--- config.mk ---
export PLATFORM = sky130hd
export DESIGN_NAME = rsvs_mod_cell
export DESIGN_NICKNAME = d
export VERILOG_FILES = /design/src/rtl/ramped_sine_voltage_source_defines.svh /design/src/rtl/rsvs_pkg.sv /design/src/rtl/rsvs_mod_cell.sv
export SDC_FILE = /design/constraint.sdc
export NUM_CORES = 1
export LEC_CHECK = 0
export BUFFER_PORTS_ARGS = -buffer_cell sky130_fd_sc_hd__buf_4
export CAP_MARGIN = 20
export CORE_AREA = 4 4 129 131
export DETAILED_ROUTE_END_ITERATION = 12
export DIE_AREA = 0 0 133 135
export GPL_ROUTABILITY_DRIVEN = 0
export PLACE_DENSITY = 0.67
export SYNTH_ARGS = -nofsm -noshare
export SYNTH_HDL_FRONTEND = slang
export SYNTH_SLANG_ARGS = --single-unit
--- constraint.sdc ---
create_clock -name clk -period 3.3 [get_ports clk]
set_clock_uncertainty 0.2 [all_clocks]
set_input_delay 0.66 -clock clk [delete_from_list [all_inputs] [get_ports clk]]
set_output_delay 0.66 -clock clk [all_outputs]
set_load 0.05 [all_outputs]
--- src/rtl/ramped_sine_voltage_source_defines.svh ---
// ----------------------------------------------------------------------------
// ramped sine voltage source: assertion macros
// shared property wrappers, clocked on clk and disabled while rst_n is low
// ----------------------------------------------------------------------------
`ifndef RAMPED_SINE_VOLTAGE_SOURCE_DEFINES_SVH
`define RAMPED_SINE_VOLTAGE_SOURCE_DEFINES_SVH

// same-cycle implication
`define RSVS_ASSERT_NOW(label, ante, cons, msg) \
  label: assert property (@(posedge clk) disable iff (!rst_n) (ante) |-> (cons)) \
    else $error(msg);

// next-cycle implication
`define RSVS_ASSERT_NEXT(label, ante, cons, msg) \
  label: assert property (@(posedge clk) disable iff (!rst_n) (ante) |=> (cons)) \
    else $error(msg);

`endif

--- src/rtl/rsvs_pkg.sv ---
// ----------------------------------------------------------------------------
// rsvs_pkg
// types, fixed-point constants and the arctangent table of the voltage source
// ----------------------------------------------------------------------------
package rsvs_pkg;

  localparam int CORDIC_STAGES_DEF = 24;

  localparam int DIV_STEPS = 32;
  localparam int MOD_STEPS = 27;
  localparam int MOD_W     = 65;
  localparam int CORDIC_ZW = 34;
  localparam int COS_XW    = 36;
  localparam int ROT_XW    = 52;
  localparam int PHASOR_W  = 49;

  localparam logic [31:0]                  PI_Q30       = 32'd3373259426;
  localparam logic signed [CORDIC_ZW-1:0]  PI_Z         = 34'sd3373259426;
  localparam logic signed [CORDIC_ZW-1:0]  HALF_PI_Z    = 34'sd1686629713;
  localparam logic signed [CORDIC_ZW-1:0]  TWO_PI_Z     = 34'sd6746518852;
  localparam logic [38:0]                  TWO_PI_Q36   = 39'd431777206545;
  localparam logic signed [30:0]           INV_GAIN_Q30 = 31'sd652032874;
  localparam logic signed [COS_XW-1:0]     COS_X0       = 36'sd2608131496;
  localparam logic [32:0]                  FADE_ONE     = 33'h1_0000_0000;

  typedef enum logic [1:0] {
    REGION_BEFORE = 2'd0,
    REGION_RAMP   = 2'd1,
    REGION_AFTER  = 2'd2
  } region_e;

  typedef enum logic [3:0] {
    REG_REF_REAL     = 4'd0,
    REG_REF_IMAG     = 4'd1,
    REG_STEP_REAL    = 4'd2,
    REG_STEP_IMAG    = 4'd3,
    REG_BASE_FREQ    = 4'd4,
    REG_FREQ_STEP    = 4'd5,
    REG_SWITCH_START = 4'd6,
    REG_RAMP_LENGTH  = 4'd7
  } cfg_reg_e;

  typedef struct packed {
    region_e     region;
    logic [31:0] t;
  } div_side_t;

  typedef struct packed {
    region_e                      region;
    logic [31:0]                  t;
    logic signed [PHASOR_W-1:0]   pre;
    logic signed [PHASOR_W-1:0]   pim;
  } cos_side_t;

  typedef struct packed {
    region_e                      region;
    logic                         neg;
    logic signed [PHASOR_W-1:0]   pre;
    logic signed [PHASOR_W-1:0]   pim;
  } mod_side_t;

  localparam int DIV_SIDE_W = $bits(div_side_t);
  localparam int COS_SIDE_W = $bits(cos_side_t);
  localparam int MOD_SIDE_W = $bits(mod_side_t);
  localparam int ROT_SIDE_W = $bits(region_e);

  // atan(2^-i) in q30 radians
  function automatic logic [31:0] atan_q30(input int unsigned i);
    logic [31:0] a;
    case (i)
      0:  a = 32'd843314857;
      1:  a = 32'd497837829;
      2:  a = 32'd263043837;
      3:  a = 32'd133525159;
      4:  a = 32'd67021687;
      5:  a = 32'd33543516;
      6:  a = 32'd16775851;
      7:  a = 32'd8388437;
      8:  a = 32'd4194283;
      9:  a = 32'd2097149;
      10: a = 32'd1048576;
      11: a = 32'd524288;
      12: a = 32'd262144;
      13: a = 32'd131072;
      14: a = 32'd65536;
      15: a = 32'd32768;
      16: a = 32'd16384;
      17: a = 32'd8192;
      18: a = 32'd4096;
      19: a = 32'd2048;
      20: a = 32'd1024;
      21: a = 32'd512;
      22: a = 32'd256;
      23: a = 32'd128;
      24: a = 32'd64;
      25: a = 32'd32;
      26: a = 32'd16;
      27: a = 32'd8;
      28: a = 32'd4;
      29: a = 32'd2;
      30: a = 32'd1;
      default: a = 32'd0;
    endcase
    return a;
  endfunction

endpackage

--- src/rtl/rsvs_mod_cell.sv ---
// ----------------------------------------------------------------------------
// rsvs_mod_cell
// one step of the modulo-2pi reduction: subtract the period times 2^K if it fits
// ----------------------------------------------------------------------------
module rsvs_mod_cell #(
  parameter int K      = 0,
  parameter int SIDE_W = rsvs_pkg::MOD_SIDE_W
) (
  input  logic                        clk,
  input  logic                        rst_n,
  input  logic                        vld_i,
  input  logic [rsvs_pkg::MOD_W-1:0]  rem_i,
  input  logic [SIDE_W-1:0]           side_i,
  output logic                        vld_o,
  output logic [rsvs_pkg::MOD_W-1:0]  rem_o,
  output logic [SIDE_W-1:0]           side_o
);
  import rsvs_pkg::*;

  localparam logic [MOD_W-1:0] SUB = MOD_W'(TWO_PI_Q36) << K;

  logic              vld_r;
  logic [MOD_W-1:0]  rem_r, rem_nxt;
  logic [SIDE_W-1:0] side_r;

  assign rem_nxt = (rem_i >= SUB) ? rem_i - SUB : rem_i;

  always_ff @(posedge clk) begin
    if (!rst_n) begin
      vld_r <= 1'b0;
    end else begin
      vld_r <= vld_i;
    end
    rem_r  <= rem_nxt;
    side_r <= side_i;
  end

  assign vld_o  = vld_r;
  assign rem_o  = rem_r;
  assign side_o = side_r;

endmodule

==> metrics.csv <==
stage,metric,value,unit
yosys,synthCells,484,
setup_path,crit_path_end_kind,flip-flop,
clock_tree,hold_buffers,0,
yosys,ys_types,55,
yosys,yosys_warnings,0,
clock_tree,post_cts_resize_count,0,
die,die_x,133,µm
global_routing,grt_pass1_wl,28.38,mm
die,start_util,34.37,%
clock_tree,cts-root-buf,clkbuf_16,
drt,postRouteAntennaNets,0,
setup_path,crit_slowest_cell,nor4_1,
place,port_buffers,335,
drt,via_count,4871,
clock_tree,cts_max_path_buffers,2,
yosys,async_reset_ff_share,0,%
place,placedCellCount,1038,
sta,holdWs,0.1418,ns
setup_path,crit_path_cell_trace,"buf_4, nor4_1, and4_1, and4_1, a31oi_4, nor3b_4, buf_12, or3b_2, xnor2_1",
yosys,synth_ff_type,dfxtp_1,
final_layout,synthToLayoutAreaGrowth,64.83,%
sta,tightest_slew,0.5069,ns
sta,finalSetupViolCount,0,
outcome,outcome,finished clean,
setup_path,critical_path_class,in2reg,
clock_tree,clock_sinks,167,
die,io_pins,336,
final_layout,drive_gt1_share,46.72,%
setup_path,critPathLaunchType,input port,
global_routing,grt_usage,20.83,%
yosys,ys_ff_latch,167,
die,dieHeight,135,µm
setup_path,cp_max_fo,44,
clock_tree,cts_htree_levels,4,
clock_tree,numCtsBuffers,17,
die,core,15600,µm²
setup_path,cpMostUsedCell,and4_1,
power,p_per_area,606.5,nW/µm²
clock_tree,post-cts-setup-buffers,0,
final_layout,nets,1012,
sta,timing.fmax,362.8,MHz
place,dp_hpwl,16.03,mm
clock_tree,cts_tree,yes,
yosys,syn_area,5361,µm²
clock_tree,path_clk_slew,0.07,ns
sta,fin_crit,2.757,ns
drt,drt_first_pass_iters,5,
sta,fin_ws,0.5434,ns
yosys,ys_seq_area_share,62.36,%
sta,hold_viol_final,0,
drt,drt_iter0_markers,271,
global_routing,grt_antenna_before_repair,0,
yosys,syn-num-nets,655,
sta,rsz0062_at_grt,no,
sta,drv_slew,0,
power,ir_drop,388.9,µV
final_layout,final_cells,1070,
drt,drc,0,
sta,period_share,83.53,%
setup_path,arrival,2.86,ns
yosys,syn_area_per_cell,11.08,µm²
global_routing,grt_max_degree,45,
hold_path,min_path_type,in2reg,
setup_path,critPathRequiredTime,3.40,ns
yosys,synth_edf_count,0,
final_layout,fin_util,56.66,%
final_layout,num_antenna_cells,0,
setup_path,max_stage_delay,0.48,ns
flow_run,drv_cap,0,
drt,routed_wl,19.61,mm
global_routing,grt_pass1_vias,4779,
drt,drt-wirelength-per-cell,18.32,µm
global_routing,gr-total-overflow,0,
sta,finalSetupTns,0,ns
die,die_area,17960,µm²
drt,avgViaCountPerCell,4.552,
power,cellLeakagePower,4.055,nW
die,rows,46,
sta,slew_headroom,65.34,%
place,pre_cts_ws,0.1131,ns
layout make-up:
class	instances	area, µm²
Fill cell	1384	6760
Multi-Input combinational cell	299	1932
Clock buffer	19	442.9
Timing Repair Buffer	351	2648
Tap cell	216	270.3
Inverter	5	18.77
Sequential cell	167	3343
Clock inverter	13	182.7
worst paths after layout:
path	start	endpoint	slack [ns]	cells past startpoint
max	rem_i[13]	rem_o[6]	0.54	9
min	side_i[56]	side_o[56]	0.14	1
placed cells by master, fill, tap and decap left out, types with 3 or more instances in the layout:
cell,count
inv_6,4
xnor2_1,15
o21a_1,5
o31ai_1,5
inv_8,3
xor2_1,36
o21ai_0,22
nor3b_1,3
nand2_1,21
or2_2,4
bufinv_16,3
nor2b_1,3
or3_1,8
dfxtp_1,167
and3_1,4
nor3_1,16
o211ai_1,4
inv_1,5
nor2_1,49
and4_1,3
and2_1,3
a21o_1,7
nand4_1,4
nand2b_1,7
a21oi_1,18
buf_4,350
nand3_1,8
nor4_1,14
clkbuf_16,17
flip-flops by register name, indices dropped and copies added (netlist names):
signal and flops:
vld_o 1, side_o 101, rem_o 65
power by group:
part	switching (mW)	leakage [nW]	internal [mW]	total, mW
Sequential	0.0389	1.41	2.15	2.19
Combinational	0.712	2.34	0.369	1.08
Clock	0.849	0.301	1.24	2.09
cells in the mapped netlist, drive strengths merged (3+ instances only):
library cell / number / share of area (%)
a31oi: 3 / 0.63
clkbuf: 6 / 0.42
o211ai: 4 / 0.56
nor2b: 3 / 0.35
nor2: 49 / 3.4
xnor2: 15 / 2.5
a21o: 7 / 0.98
inv: 5 / 0.35
nand4: 4 / 0.47
o31ai: 5 / 0.70
nor4: 16 / 2.4
nand3: 9 / 0.93
nor3: 16 / 1.5
or3: 8 / 0.93
xor2: 36 / 5.9
and2: 3 / 0.35
a21oi: 20 / 2.0
nor3b: 4 / 0.77
dfxtp: 167 / 62
and3: 4 / 0.47
and4: 3 / 0.49
o21ai: 23 / 2.1
o21a: 5 / 0.70
buf: 7 / 0.84
nand2: 21 / 1.5
nand2b: 7 / 0.82
or2: 4 / 0.47
routing by layer:
layer,part of all wire [%],global-route usage (%),vias to the layer above
met5,0,0,-
met3,8.5,8.234,22
met1,40,24.25,2244
met4,1.8,6.351,0
met2,50,35.44,206
li1,-,-,2399
through the flow:
stage	cell area [µm²]	power, mW
final	8837	5.360
after floorplan	5361	2.842
after global placement	8212	3.314
after global routing	8837	5.550
after CTS	8837	5.414
after detailed placement	8212	3.320
worst max-delay path, delay by kind of cell:
family	cells	cell delay, ns
simple gates	5	1.62
compound gates	1	0.10
xor+xnor	1	0.13
buf+inv	2	0.33
cells by family (layout without fill, tap and decap cells):
kind of cell	count (synthesis)	after routing	share of synthesized area, %
buffers and inverters	18	388	1.610
XOR/XNOR	51	51	8.331
AO/OA/AOI/OAI	86	86	10.76
multiplexers	3	3	0.6067
flip-flops	167	167	62.36
AND/OR/NAND/NOR	157	157	15.87
adder cells (fa/ha/maj)	2	2	0.4667
Note: power is estimated with default switching activity, not from simulation.
