==> config.mk <==
export PLATFORM = sky130hd
export DESIGN_NAME = rsvs_div_cell
export DESIGN_NICKNAME = d
export VERILOG_FILES = /design/src/rtl/ramped_sine_voltage_source_defines.svh /design/src/rtl/rsvs_pkg.sv /design/src/rtl/rsvs_div_cell.sv
export SDC_FILE = /design/constraint.sdc
export NUM_CORES = 1
export LEC_CHECK = 0
export CAP_MARGIN = 30
export CORE_UTILIZATION = 40
export DETAILED_ROUTE_END_ITERATION = 6
export DONT_BUFFER_PORTS = 1
export PLACE_DENSITY = 0.5
export SLEW_MARGIN = 0
export SYNTH_ARGS = -nofsm -noshare
export SYNTH_HDL_FRONTEND = slang
export SYNTH_SLANG_ARGS = --single-unit
==> constraint.sdc <==
create_clock -name clk -period 5.77 [get_ports clk]
set_clock_uncertainty 0.2 [all_clocks]
set_input_delay 0.2885 -clock clk [delete_from_list [all_inputs] [get_ports clk]]
set_output_delay 0.2885 -clock clk [all_outputs]
set_load 0.05 [all_outputs]
==> src/rtl/ramped_sine_voltage_source_defines.svh <==
// ----------------------------------------------------------------------------
// ramped sine voltage source: assertion macros
// shared property wrappers, clocked on clk and disabled while rst_n is low
// ----------------------------------------------------------------------------
`ifndef RAMPED_SINE_VOLTAGE_SOURCE_DEFINES_SVH
`define RAMPED_SINE_VOLTAGE_SOURCE_DEFINES_SVH

// same-cycle implication
`define RSVS_ASSERT_NOW(label, ante, cons, msg) \
  label: assert property (@(posedge clk) disable iff (!rst_n) (ante) |-> (cons)) \
    else $error(msg);

// next-cycle implication
`define RSVS_ASSERT_NEXT(label, ante, cons, msg) \
  label: assert property (@(posedge clk) disable iff (!rst_n) (ante) |=> (cons)) \
    else $error(msg);

`endif

==> src/rtl/rsvs_pkg.sv <==
// ----------------------------------------------------------------------------
// rsvs_pkg
// types, fixed-point constants and the arctangent table of the voltage source
// ----------------------------------------------------------------------------
package rsvs_pkg;

  localparam int CORDIC_STAGES_DEF = 24;

  localparam int DIV_STEPS = 32;
  localparam int MOD_STEPS = 27;
  localparam int MOD_W     = 65;
  localparam int CORDIC_ZW = 34;
  localparam int COS_XW    = 36;
  localparam int ROT_XW    = 52;
  localparam int PHASOR_W  = 49;

  localparam logic [31:0]                  PI_Q30       = 32'd3373259426;
  localparam logic signed [CORDIC_ZW-1:0]  PI_Z         = 34'sd3373259426;
  localparam logic signed [CORDIC_ZW-1:0]  HALF_PI_Z    = 34'sd1686629713;
  localparam logic signed [CORDIC_ZW-1:0]  TWO_PI_Z     = 34'sd6746518852;
  localparam logic [38:0]                  TWO_PI_Q36   = 39'd431777206545;
  localparam logic signed [30:0]           INV_GAIN_Q30 = 31'sd652032874;
  localparam logic signed [COS_XW-1:0]     COS_X0       = 36'sd2608131496;
  localparam logic [32:0]                  FADE_ONE     = 33'h1_0000_0000;

  typedef enum logic [1:0] {
    REGION_BEFORE = 2'd0,
    REGION_RAMP   = 2'd1,
    REGION_AFTER  = 2'd2
  } region_e;

  typedef enum logic [3:0] {
    REG_REF_REAL     = 4'd0,
    REG_REF_IMAG     = 4'd1,
    REG_STEP_REAL    = 4'd2,
    REG_STEP_IMAG    = 4'd3,
    REG_BASE_FREQ    = 4'd4,
    REG_FREQ_STEP    = 4'd5,
    REG_SWITCH_START = 4'd6,
    REG_RAMP_LENGTH  = 4'd7
  } cfg_reg_e;

  typedef struct packed {
    region_e     region;
    logic [31:0] t;
  } div_side_t;

  typedef struct packed {
    region_e                      region;
    logic [31:0]                  t;
    logic signed [PHASOR_W-1:0]   pre;
    logic signed [PHASOR_W-1:0]   pim;
  } cos_side_t;

  typedef struct packed {
    region_e                      region;
    logic                         neg;
    logic signed [PHASOR_W-1:0]   pre;
    logic signed [PHASOR_W-1:0]   pim;
  } mod_side_t;

  localparam int DIV_SIDE_W = $bits(div_side_t);
  localparam int COS_SIDE_W = $bits(cos_side_t);
  localparam int MOD_SIDE_W = $bits(mod_side_t);
  localparam int ROT_SIDE_W = $bits(region_e);

  // atan(2^-i) in q30 radians
  function automatic logic [31:0] atan_q30(input int unsigned i);
    logic [31:0] a;
    case (i)
      0:  a = 32'd843314857;
      1:  a = 32'd497837829;
      2:  a = 32'd263043837;
      3:  a = 32'd133525159;
      4:  a = 32'd67021687;
      5:  a = 32'd33543516;
      6:  a = 32'd16775851;
      7:  a = 32'd8388437;
      8:  a = 32'd4194283;
      9:  a = 32'd2097149;
      10: a = 32'd1048576;
      11: a = 32'd524288;
      12: a = 32'd262144;
      13: a = 32'd131072;
      14: a = 32'd65536;
      15: a = 32'd32768;
      16: a = 32'd16384;
      17: a = 32'd8192;
      18: a = 32'd4096;
      19: a = 32'd2048;
      20: a = 32'd1024;
      21: a = 32'd512;
      22: a = 32'd256;
      23: a = 32'd128;
      24: a = 32'd64;
      25: a = 32'd32;
      26: a = 32'd16;
      27: a = 32'd8;
      28: a = 32'd4;
      29: a = 32'd2;
      30: a = 32'd1;
      default: a = 32'd0;
    endcase
    return a;
  endfunction

endpackage

==> src/rtl/rsvs_div_cell.sv <==
// ----------------------------------------------------------------------------
// rsvs_div_cell
// one restoring division step: one quotient bit per cell, registered
// ----------------------------------------------------------------------------
module rsvs_div_cell #(
  parameter int SIDE_W = rsvs_pkg::DIV_SIDE_W
) (
  input  logic              clk,
  input  logic              rst_n,
  input  logic [31:0]       divisor,
  input  logic              vld_i,
  input  logic [31:0]       rem_i,
  input  logic [31:0]       quo_i,
  input  logic [SIDE_W-1:0] side_i,
  output logic              vld_o,
  output logic [31:0]       rem_o,
  output logic [31:0]       quo_o,
  output logic [SIDE_W-1:0] side_o
);
  import rsvs_pkg::*;

  logic              vld_r;
  logic [31:0]       rem_r, rem_nxt;
  logic [31:0]       quo_r, quo_nxt;
  logic [SIDE_W-1:0] side_r;
  logic [32:0]       rem2;
  logic              ge;

  always_comb begin
    rem2    = {rem_i, 1'b0};
    ge      = rem2 >= {1'b0, divisor};
    rem_nxt = ge ? 32'(rem2 - {1'b0, divisor}) : rem2[31:0];
    quo_nxt = {quo_i[30:0], ge};
  end

  always_ff @(posedge clk) begin
    if (!rst_n) begin
      vld_r <= 1'b0;
    end else begin
      vld_r <= vld_i;
    end
    rem_r  <= rem_nxt;
    quo_r  <= quo_nxt;
    side_r <= side_i;
  end

  assign vld_o  = vld_r;
  assign rem_o  = rem_r;
  assign quo_o  = quo_r;
  assign side_o = side_r;

endmodule

==> run metrics <==
status=completed; Post-synth EDFFs=0; Pwr Density=approximately 330 nW/µm²; CTS sink cnt=a little under 100; syn_area_per_cell=between 10 and 15 µm²; period utilization=0.546; Synth cell types=56; die area=11400 µm²; routability cong.=0.826; Post-synth ARST share=0; RSZ-0062 raised after global routing=false; first-pass GRT wire length=17400 µm; Worst Setup Start Kind=primary input; IO Port Bufs=0; Total Wirelength=around 11000 µm; f_max=317 MHz; max cap viols=0; relative slew slack=0.623; routed len/inst=approximately 17 µm; Critical Path AT=~3.2 ns; Max FO, Critical Path=5; Vias/cell=a little over 5; Placement Cell Area=between 4000 and 5000 µm²; Worst Path Class, Setup=primary input to flop; initial antenna violation count=0; Synth Warn #=0; Setup crit end kind=flop; largest net degree at the start of global routing=29; Die Span Y=107 µm; #FFs+latches synth=between 90 and 100; worst path required time=roughly 5.8 ns; multi-input logic area=2180 µm²; fin area=~5700 µm²; Bufs on Longest Clock Path=2; overall global routing resource usage=0.199; Area Overhead vs Synth=30.0%; post-synthesis instance total=420; register area share after synthesis=0.450; Main synth FF type=dfxtp_1; critical path's largest stage delay=between 0.5 and 0.6 ns; Net count, final=687; Via Count=~3400; layout cell share with drive strength beyond 1=0.105; CTS Root Cell=clkbuf_8; Overflow after GRT=0; Core Box Area=about 11000 µm²; die width=about 110 µm; min Tclk post-route=3.15 ns; ANT nets after route=0; Worst-path clk slew=between 0.1 and 0.15 ns; Initial Util=0.419; Worst VDD drop=between 0.00015 and 0.0002 V; post-detail-place hpwl=approximately 8000 µm; Crit-path slowest cell=dlygate4sd3_1; min-delay worst type=primary input to flop; Post-CTS Resized=0; synthesized net count=586; count of pins over their slew limit=0; DRT Pass-1 Iters=4; most used cell, CP=o21ai_0; CTS tree=built; TNS Setup=0 ns; final hold violations=0; Post-Syn Area=roughly 4400 µm²; vias in the first global route=3583; Ant. Diodes=0; Pleak=2.54 nW; Layout Utilization=0.545; CTS H-tree lvls=3; total CTS buffers=9; Fin Hold WS=0.0906 ns; Post-route DRC=0; row cnt=37; CP cell instances=dlygate4sd3_1 -> fa_1 -> nor2b_1 -> o31a_1 -> o31ai_1 -> buf_4 -> o21ai_0 -> a21boi_0 -> o21ai_0 -> xor2_1 -> mux2_4; final setup fails=0; # fillers=about 900; I/O pin count=232; initial DRC count=130; Register Area=1980 µm²; Slew @ Worst Pin=approximately 0.56 ns
## routing by layer
layer,GRT usage,up-vias,wire (µm)
met1,0.228,1537,4660
met2,0.353,148,5590
li1,-,1680,-
met3,0.0565,15,829
met5,0,-,0
met4,0.0705,0,170
## cell type report
cell class	count	area share
sequential	99	0.346
clock buffer	9	0.0216
timing repair buffer	103	0.180
tap	136	0.0297
multi-input combinational	272	0.381
clock inverter	7	0.0168
inverter	36	0.0249
## through the flow
| step | std cells | total power [mW] | setup WS [ns] |
|---|---|---|---|
| after CTS | 662 | 1.89 | 2.64 |
| after global placement | 544 | 1.36 | 2.45 |
| after global routing | 662 | 1.97 | 2.41 |
| after floorplan | 420 | 1.31 | 2.70 |
| after detailed placement | 544 | 1.36 | 2.45 |
| final | 662 | 1.87 | 2.62 |
## layout by cell type (no fill, tap or decap), types with 4 or more instances in the layout
cell	instances
a21boi_0	4
a21o_1	15
a21oi_1	23
a31oi_1	4
and2_1	5
clkbuf_8	9
dfxtp_1	99
dlygate4sd3_1	102
ha_1	32
inv_1	35
mux2_2	8
mux2_4	19
nand2_1	15
nand3_1	6
nand4_1	12
nor2_1	18
nor2b_1	4
nor3_1	4
o211ai_1	4
o21a_1	7
o21ai_0	18
o31ai_1	6
xnor2_1	14
xor2_1	11
## worst max-delay path, delay by kind of cell
| family | cells | cell delay, ns |
|---|---|---|
| AOI/OAI and AO/OA | 5 | 1.17 |
| xor gates and xnor gates | 1 | 0.10 |
| adders and majority gates | 1 | 0.48 |
| buffers and inverters | 2 | 0.74 |
| muxes | 1 | 0.26 |
| and+or+nand+nor | 1 | 0.18 |
## where the power goes
| group | internal, mW | total, mW | switching [mW] |
|---|---|---|---|
| clock network | 0.181 | 0.471 | 0.290 |
| logic | 0.194 | 0.353 | 0.159 |
| registers | 0.758 | 1.05 | 0.292 |
| total | 1.13 | 1.87 | 0.740 |
## synthesized netlist by cell type, types with 2 or more instances
cell      instances  area, µm²
o21ai_0          18       90.1
dfxtp_1          99       1980
a211oi_1          3       22.5
clkbuf_1          9       33.8
buf_12            3       60.1
nand2_1          15       56.3
a21oi_1          23        115
and3_1            3       18.8
o31ai_1           6       45.0
or2_2             2       12.5
o21a_1            7       52.6
a211o_1           2       17.5
nor2_1           18       67.6
o221ai_1          2       17.5
inv_1            35        131
o211ai_1          4       30.0
mux2_2            8       90.1
o21bai_1          2       15.0
a21boi_0          4       30.0
mux2_4           19        285
a31oi_1           4       25.0
xor2_1           11       96.3
nor3_1            4       20.0
nand4_1          12       75.1
and2_1            5       31.3
or3_1             3       18.8
a21o_1           15        113
mux2i_1           2       20.0
nand3_1           6       30.0
xnor2_1          14        123
nand2b_1          3       18.8
ha_1             32        400
nor2b_1           4       25.0
## registers in the layout (all words and copies together) (netlist names)
signal / flops
quo_o: 32
rem_o: 32
side_o: 34
vld_o: 1
## final timing paths
kind | startpoint | end | slack, ns | cells past startpoint
worst min-delay path | rem_i[31] | rem_o[28] | 0.09 | 3
worst max-delay path | divisor[0] | rem_o[20] | 2.62 | 11
## cell families after synthesis
family | count (synthesis) | synth area share
compound gates | 102 | 0.160
flops | 99 | 0.450
simple gates | 83 | 0.101
buf+inv | 49 | 0.0545
fa+ha+maj | 33 | 0.0954
mux | 29 | 0.0897
xor+xnor | 25 | 0.0497
## what timing repair did
item                       CTS  global route
hold buffers               102             0
buffers inserted             0             0
hold endpoints to repair    98             0
setup endpoints to repair    0             0
Note: power is estimated with default switching activity, not from simulation.
