File: src/rtl/ramped_sine_voltage_source_defines.svh
// ----------------------------------------------------------------------------
// ramped sine voltage source: assertion macros
// shared property wrappers, clocked on clk and disabled while rst_n is low
// ----------------------------------------------------------------------------
`ifndef RAMPED_SINE_VOLTAGE_SOURCE_DEFINES_SVH
`define RAMPED_SINE_VOLTAGE_SOURCE_DEFINES_SVH

// same-cycle implication
`define RSVS_ASSERT_NOW(label, ante, cons, msg) \
  label: assert property (@(posedge clk) disable iff (!rst_n) (ante) |-> (cons)) \
    else $error(msg);

// next-cycle implication
`define RSVS_ASSERT_NEXT(label, ante, cons, msg) \
  label: assert property (@(posedge clk) disable iff (!rst_n) (ante) |=> (cons)) \
    else $error(msg);

`endif

File: src/rtl/rsvs_pkg.sv
// ----------------------------------------------------------------------------
// rsvs_pkg
// types, fixed-point constants and the arctangent table of the voltage source
// ----------------------------------------------------------------------------
package rsvs_pkg;

  localparam int CORDIC_STAGES_DEF = 24;

  localparam int DIV_STEPS = 32;
  localparam int MOD_STEPS = 27;
  localparam int MOD_W     = 65;
  localparam int CORDIC_ZW = 34;
  localparam int COS_XW    = 36;
  localparam int ROT_XW    = 52;
  localparam int PHASOR_W  = 49;

  localparam logic [31:0]                  PI_Q30       = 32'd3373259426;
  localparam logic signed [CORDIC_ZW-1:0]  PI_Z         = 34'sd3373259426;
  localparam logic signed [CORDIC_ZW-1:0]  HALF_PI_Z    = 34'sd1686629713;
  localparam logic signed [CORDIC_ZW-1:0]  TWO_PI_Z     = 34'sd6746518852;
  localparam logic [38:0]                  TWO_PI_Q36   = 39'd431777206545;
  localparam logic signed [30:0]           INV_GAIN_Q30 = 31'sd652032874;
  localparam logic signed [COS_XW-1:0]     COS_X0       = 36'sd2608131496;
  localparam logic [32:0]                  FADE_ONE     = 33'h1_0000_0000;

  typedef enum logic [1:0] {
    REGION_BEFORE = 2'd0,
    REGION_RAMP   = 2'd1,
    REGION_AFTER  = 2'd2
  } region_e;

  typedef enum logic [3:0] {
    REG_REF_REAL     = 4'd0,
    REG_REF_IMAG     = 4'd1,
    REG_STEP_REAL    = 4'd2,
    REG_STEP_IMAG    = 4'd3,
    REG_BASE_FREQ    = 4'd4,
    REG_FREQ_STEP    = 4'd5,
    REG_SWITCH_START = 4'd6,
    REG_RAMP_LENGTH  = 4'd7
  } cfg_reg_e;

  typedef struct packed {
    region_e     region;
    logic [31:0] t;
  } div_side_t;

  typedef struct packed {
    region_e                      region;
    logic [31:0]                  t;
    logic signed [PHASOR_W-1:0]   pre;
    logic signed [PHASOR_W-1:0]   pim;
  } cos_side_t;

  typedef struct packed {
    region_e                      region;
    logic                         neg;
    logic signed [PHASOR_W-1:0]   pre;
    logic signed [PHASOR_W-1:0]   pim;
  } mod_side_t;

  localparam int DIV_SIDE_W = $bits(div_side_t);
  localparam int COS_SIDE_W = $bits(cos_side_t);
  localparam int MOD_SIDE_W = $bits(mod_side_t);
  localparam int ROT_SIDE_W = $bits(region_e);

  // atan(2^-i) in q30 radians
  function automatic logic [31:0] atan_q30(input int unsigned i);
    logic [31:0] a;
    case (i)
      0:  a = 32'd843314857;
      1:  a = 32'd497837829;
      2:  a = 32'd263043837;
      3:  a = 32'd133525159;
      4:  a = 32'd67021687;
      5:  a = 32'd33543516;
      6:  a = 32'd16775851;
      7:  a = 32'd8388437;
      8:  a = 32'd4194283;
      9:  a = 32'd2097149;
      10: a = 32'd1048576;
      11: a = 32'd524288;
      12: a = 32'd262144;
      13: a = 32'd131072;
      14: a = 32'd65536;
      15: a = 32'd32768;
      16: a = 32'd16384;
      17: a = 32'd8192;
      18: a = 32'd4096;
      19: a = 32'd2048;
      20: a = 32'd1024;
      21: a = 32'd512;
      22: a = 32'd256;
      23: a = 32'd128;
      24: a = 32'd64;
      25: a = 32'd32;
      26: a = 32'd16;
      27: a = 32'd8;
      28: a = 32'd4;
      29: a = 32'd2;
      30: a = 32'd1;
      default: a = 32'd0;
    endcase
    return a;
  endfunction

endpackage

File: src/rtl/rsvs_cordic_cell.sv
// ----------------------------------------------------------------------------
// rsvs_cordic_cell
// one rotation-mode cordic micro-rotation, registered
// ----------------------------------------------------------------------------
module rsvs_cordic_cell #(
  parameter int XW     = rsvs_pkg::COS_XW,
  parameter int STAGE  = 0,
  parameter int SIDE_W = rsvs_pkg::COS_SIDE_W
) (
  input  logic                              clk,
  input  logic                              rst_n,
  input  logic                              vld_i,
  input  logic signed [XW-1:0]              x_i,
  input  logic signed [XW-1:0]              y_i,
  input  logic signed [rsvs_pkg::CORDIC_ZW-1:0] z_i,
  input  logic [SIDE_W-1:0]                 side_i,
  output logic                              vld_o,
  output logic signed [XW-1:0]              x_o,
  output logic signed [XW-1:0]              y_o,
  output logic signed [rsvs_pkg::CORDIC_ZW-1:0] z_o,
  output logic [SIDE_W-1:0]                 side_o
);
  import rsvs_pkg::*;

  localparam logic signed [CORDIC_ZW-1:0] ATAN_Z =
    CORDIC_ZW'(atan_q30(STAGE));

  logic                        vld_r;
  logic signed [XW-1:0]        x_r, x_nxt, y_r, y_nxt, dx, dy;
  logic signed [CORDIC_ZW-1:0] z_r, z_nxt;
  logic [SIDE_W-1:0]           side_r;

  always_comb begin
    dx = x_i >>> STAGE;
    dy = y_i >>> STAGE;
    if (!z_i[CORDIC_ZW-1]) begin
      x_nxt = x_i - dy;
      y_nxt = y_i + dx;
      z_nxt = z_i - ATAN_Z;
    end else begin
      x_nxt = x_i + dy;
      y_nxt = y_i - dx;
      z_nxt = z_i + ATAN_Z;
    end
  end

  always_ff @(posedge clk) begin
    if (!rst_n) begin
      vld_r <= 1'b0;
    end else begin
      vld_r <= vld_i;
    end
    x_r    <= x_nxt;
    y_r    <= y_nxt;
    z_r    <= z_nxt;
    side_r <= side_i;
  end

  assign vld_o  = vld_r;
  assign x_o    = x_r;
  assign y_o    = y_r;
  assign z_o    = z_r;
  assign side_o = side_r;

endmodule

File: config.mk
export PLATFORM = sky130hd
export DESIGN_NAME = rsvs_cordic_cell
export DESIGN_NICKNAME = d
export VERILOG_FILES = /design/src/rtl/ramped_sine_voltage_source_defines.svh /design/src/rtl/rsvs_pkg.sv /design/src/rtl/rsvs_cordic_cell.sv
export SDC_FILE = /design/constraint.sdc
export NUM_CORES = 1
export LEC_CHECK = 0
export ABC_AREA = 1
export BUFFER_PORTS_ARGS = -buffer_cell sky130_fd_sc_hd__buf_2
export CORE_AREA = 2 2 196 198
export CTS_CLUSTER_SIZE = 24
export DETAILED_ROUTE_END_ITERATION = 7
export DIE_AREA = 0 0 198 200
export PLACE_DENSITY = 0.73
export SLEW_MARGIN = 20
export SYNTH_ARGS = -nofsm -noshare
export SYNTH_HDL_FRONTEND = slang
export SYNTH_SLANG_ARGS = --single-unit
File: constraint.sdc
create_clock -name clk -period 7.91 [get_ports clk]
set_input_delay 2.373 -clock clk [delete_from_list [all_inputs] [get_ports clk]]
set_output_delay 2.373 -clock clk [all_outputs]
set_load 0.02 [all_outputs]
==> summary.md <==
| Metric | Value |
|---|---|
| Worst path required time | `8.39 ns` |
| Synth area leaders | `dfxtp_1, nand2_1, ha_1` |
| H-tree Lvls | `1` |
| Total wire length | `61100 um` |
| Gr ovfl total | `0` |
| Clock Tree Buf Depth | `3` |
| Port Buf Inserts | `479` |
| Row cnt | `71` |
| RSZ-0062 raised after global routing | `no` |
| Synth warn | `0` |
| Post-synth EDFFs | `0` |
| Hold Buf Count CTS | `0` |
| 1st-iter DRT viols | `1159` |
| Endpoint type of the worst setup path | `flop` |
| Minimum clock period after layout | `4.16 ns` |
| Via count | `16300` |
| DIE AREA | `39600 sq um` |
| Largest net degree at the start of global routing | `74` |
| Crit Path Category | `in -> reg` |
| Arrival @ worst endpoint | `4.64 ns` |
| DR WL/cell | `18.9 um` |
| VDD IR max | `151 uV` |
| DRT Pass-1 Iters | `6` |
| Mapped cell area | `14900 sq um` |
| Most frequent cell after synthesis | `nand2_1` |
| Synth Area per Inst | `6.66 sq um` |
| CTS tree | `built` |
| Layout cells sized above 1 | `0.208` |
| Root Buffer | `clkbuf_16` |
| Vias in the first global route | `15800` |
| Slew HR | `0.436` |
| Post-DR vias/cell | `5.05` |
| Post-synth top cells | `nand2_1, inv_1, dfxtp_1, nor2_1, nand3_1` |
| Synth Flop Type | `dfxtp_1` |
| # Post-CTS Setup Buffers | `0` |
| Clock Sinks | `238` |
| Initial antenna violation count | `12` |
| # DRC | `0` |
| Die W | `198 um` |
| Syn_nets | `2618` |
| Run status | `finished, final reports clean` |
| GPL Wtd Cong | `0.967` |
| Synth-to-layout area growth | `24.9%` |
| CTS resizes | `0` |
| I/O pin cnt | `480` |
| First-pass GRT wire length | `89000 um` |
| Final setup TNS | `0 ns` |
| CTS Buf Count | `28` |
| HP Class | `in -> reg` |
| ANT nets after route | `0` |
| Post-detail-place hpwl | `51500 um` |
| Global Route Usage Sum | `0.297` |
| Cell Pwr Density | `212 nW/um^2` |
| Final Hold Viols | `0` |
| Total of max-cap violations | `0` |
| Clk slew on worst S/H paths | `0.07 ns` |
| Library cells used by synthesis | `42` |
| Setup crit start kind | `input port` |
| Worst Path Max Fanout | `18` |
| Worst slew pin tran | `0.847 ns` |
| Synth area leader | `dfxtp_1` |
| Final period utilization | `0.526` |
| Filler cells | `3847` |
| Starting Density | `0.397` |
| CORE AREA | `37400 sq um` |
| Worst Hold Slack | `1.90 ns` |
| Post-synth top area share | `0.321` |
| FF+latch count, synth | `238` |
| F_max | `240 MHz` |
| Setup violations, final | `0` |
| Pleak | `10.3 nW` |
| Die height | `200 um` |
| Max Slew Vio Count | `0` |
| Fraction of registers with async set/reset | `0` |
| Cell count after synthesis | `2232` |
| Sequential fraction of the synthesis area | `0.321` |
| NumNets Final | `3080` |
## metrics by stage
stage | setup slack [ns] | cell area (sq um) | total power [W] | utilization | cells
after global placement | 3.24 | 17600 | 0.00262 | 0.471 | 3175
after global routing | 3.55 | 18600 | 0.00413 | 0.496 | 3233
after floorplan | 3.37 | 14900 | 0.00217 | - | 2232
final | 3.75 | 18600 | 0.00394 | 0.496 | 3233
after detailed placement | 3.19 | 17600 | 0.00262 | 0.471 | 3175
after CTS | 3.78 | 18600 | 0.00395 | 0.496 | 3226
## worst paths after layout
check                       start          end  slack (ns)  cells past startpoint
worst max-delay path      z_i[33]      z_o[24]        3.75                     10
worst min-delay path  side_i[125]  side_o[125]        1.90                      1
## sequential cells by signal, summed over array words and instances, names as in the netlist
signal and cells:
x_o 35, side_o 132, y_o 36, vld_o 1, z_o 34
## area by class of cell
cell class / instances / area [sq um] / area share
multi-input cells: 1599 / 8490 / 0.457
flip-flops and latches: 238 / 4760 / 0.257
repair buffers: 481 / 2410 / 0.130
inverters: 346 / 1300 / 0.0699
clock buffers: 33 / 749 / 0.0404
well taps: 511 / 639 / 0.0344
clock inverters: 18 / 200 / 0.0108
diodes: 7 / 17.5 / 0.000943
## cells by family (layout without fill, tap and decap cells)
kind of cell    after synthesis  in the layout  synth area share
compound gates              320            320             0.117
fa+ha+maj                   145            145             0.124
xor+xnor                     47             47            0.0277
simple gates               1087           1087             0.302
other cells                   0              7                 0
flops                       238            238             0.321
buf+inv                     395            878             0.109
## metal layers
metal  share of wire  track usage
met5               0            0
met4           0.066        0.194
met3           0.065       0.0444
met2            0.51        0.553
met1            0.36        0.314
## layout by cell type, fill, tap and decap left out, drive strengths merged
master,netlist,layout
o21a,3,3
nand2,667,667
nor2,191,191
a31oi,6,6
buf,39,481
clkinv,0,6
o21bai,29,29
ha,141,141
nand4,15,15
fa,4,4
nor4,2,2
o211ai,1,1
diode,0,7
a21oi,162,162
a21o,4,4
nor3,15,15
xnor2,5,5
o31ai,2,2
clkbuf,10,33
o221ai,2,2
clkinvlp,0,2
bufinv,0,2
or2,4,4
and3,1,1
and2,7,7
o21ai,102,102
o22ai,9,9
xor2,42,42
dfxtp,238,238
inv,346,354
nand3,182,182
nand3b,3,3
## where the power goes
group	leakage, nW	internal [W]	switching (W)
registers	2.01	0.00134	0.0000507
logic	7.80	0.000380	0.000845
clock network	0.462	0.000758	0.000563
## worst max-delay path, stage by stage
cell and delay [ns]:
buf_2 0.34, inv_2 0.27, ha_1 0.43, nand2_1 0.07, o21ai_1 0.26, a21oi_1 0.20
o21ai_1 0.33, nand2_1 0.09, nand2_1 0.08, xor2_1 0.17
No activity file was read; power rests on OpenSTA's default activity.
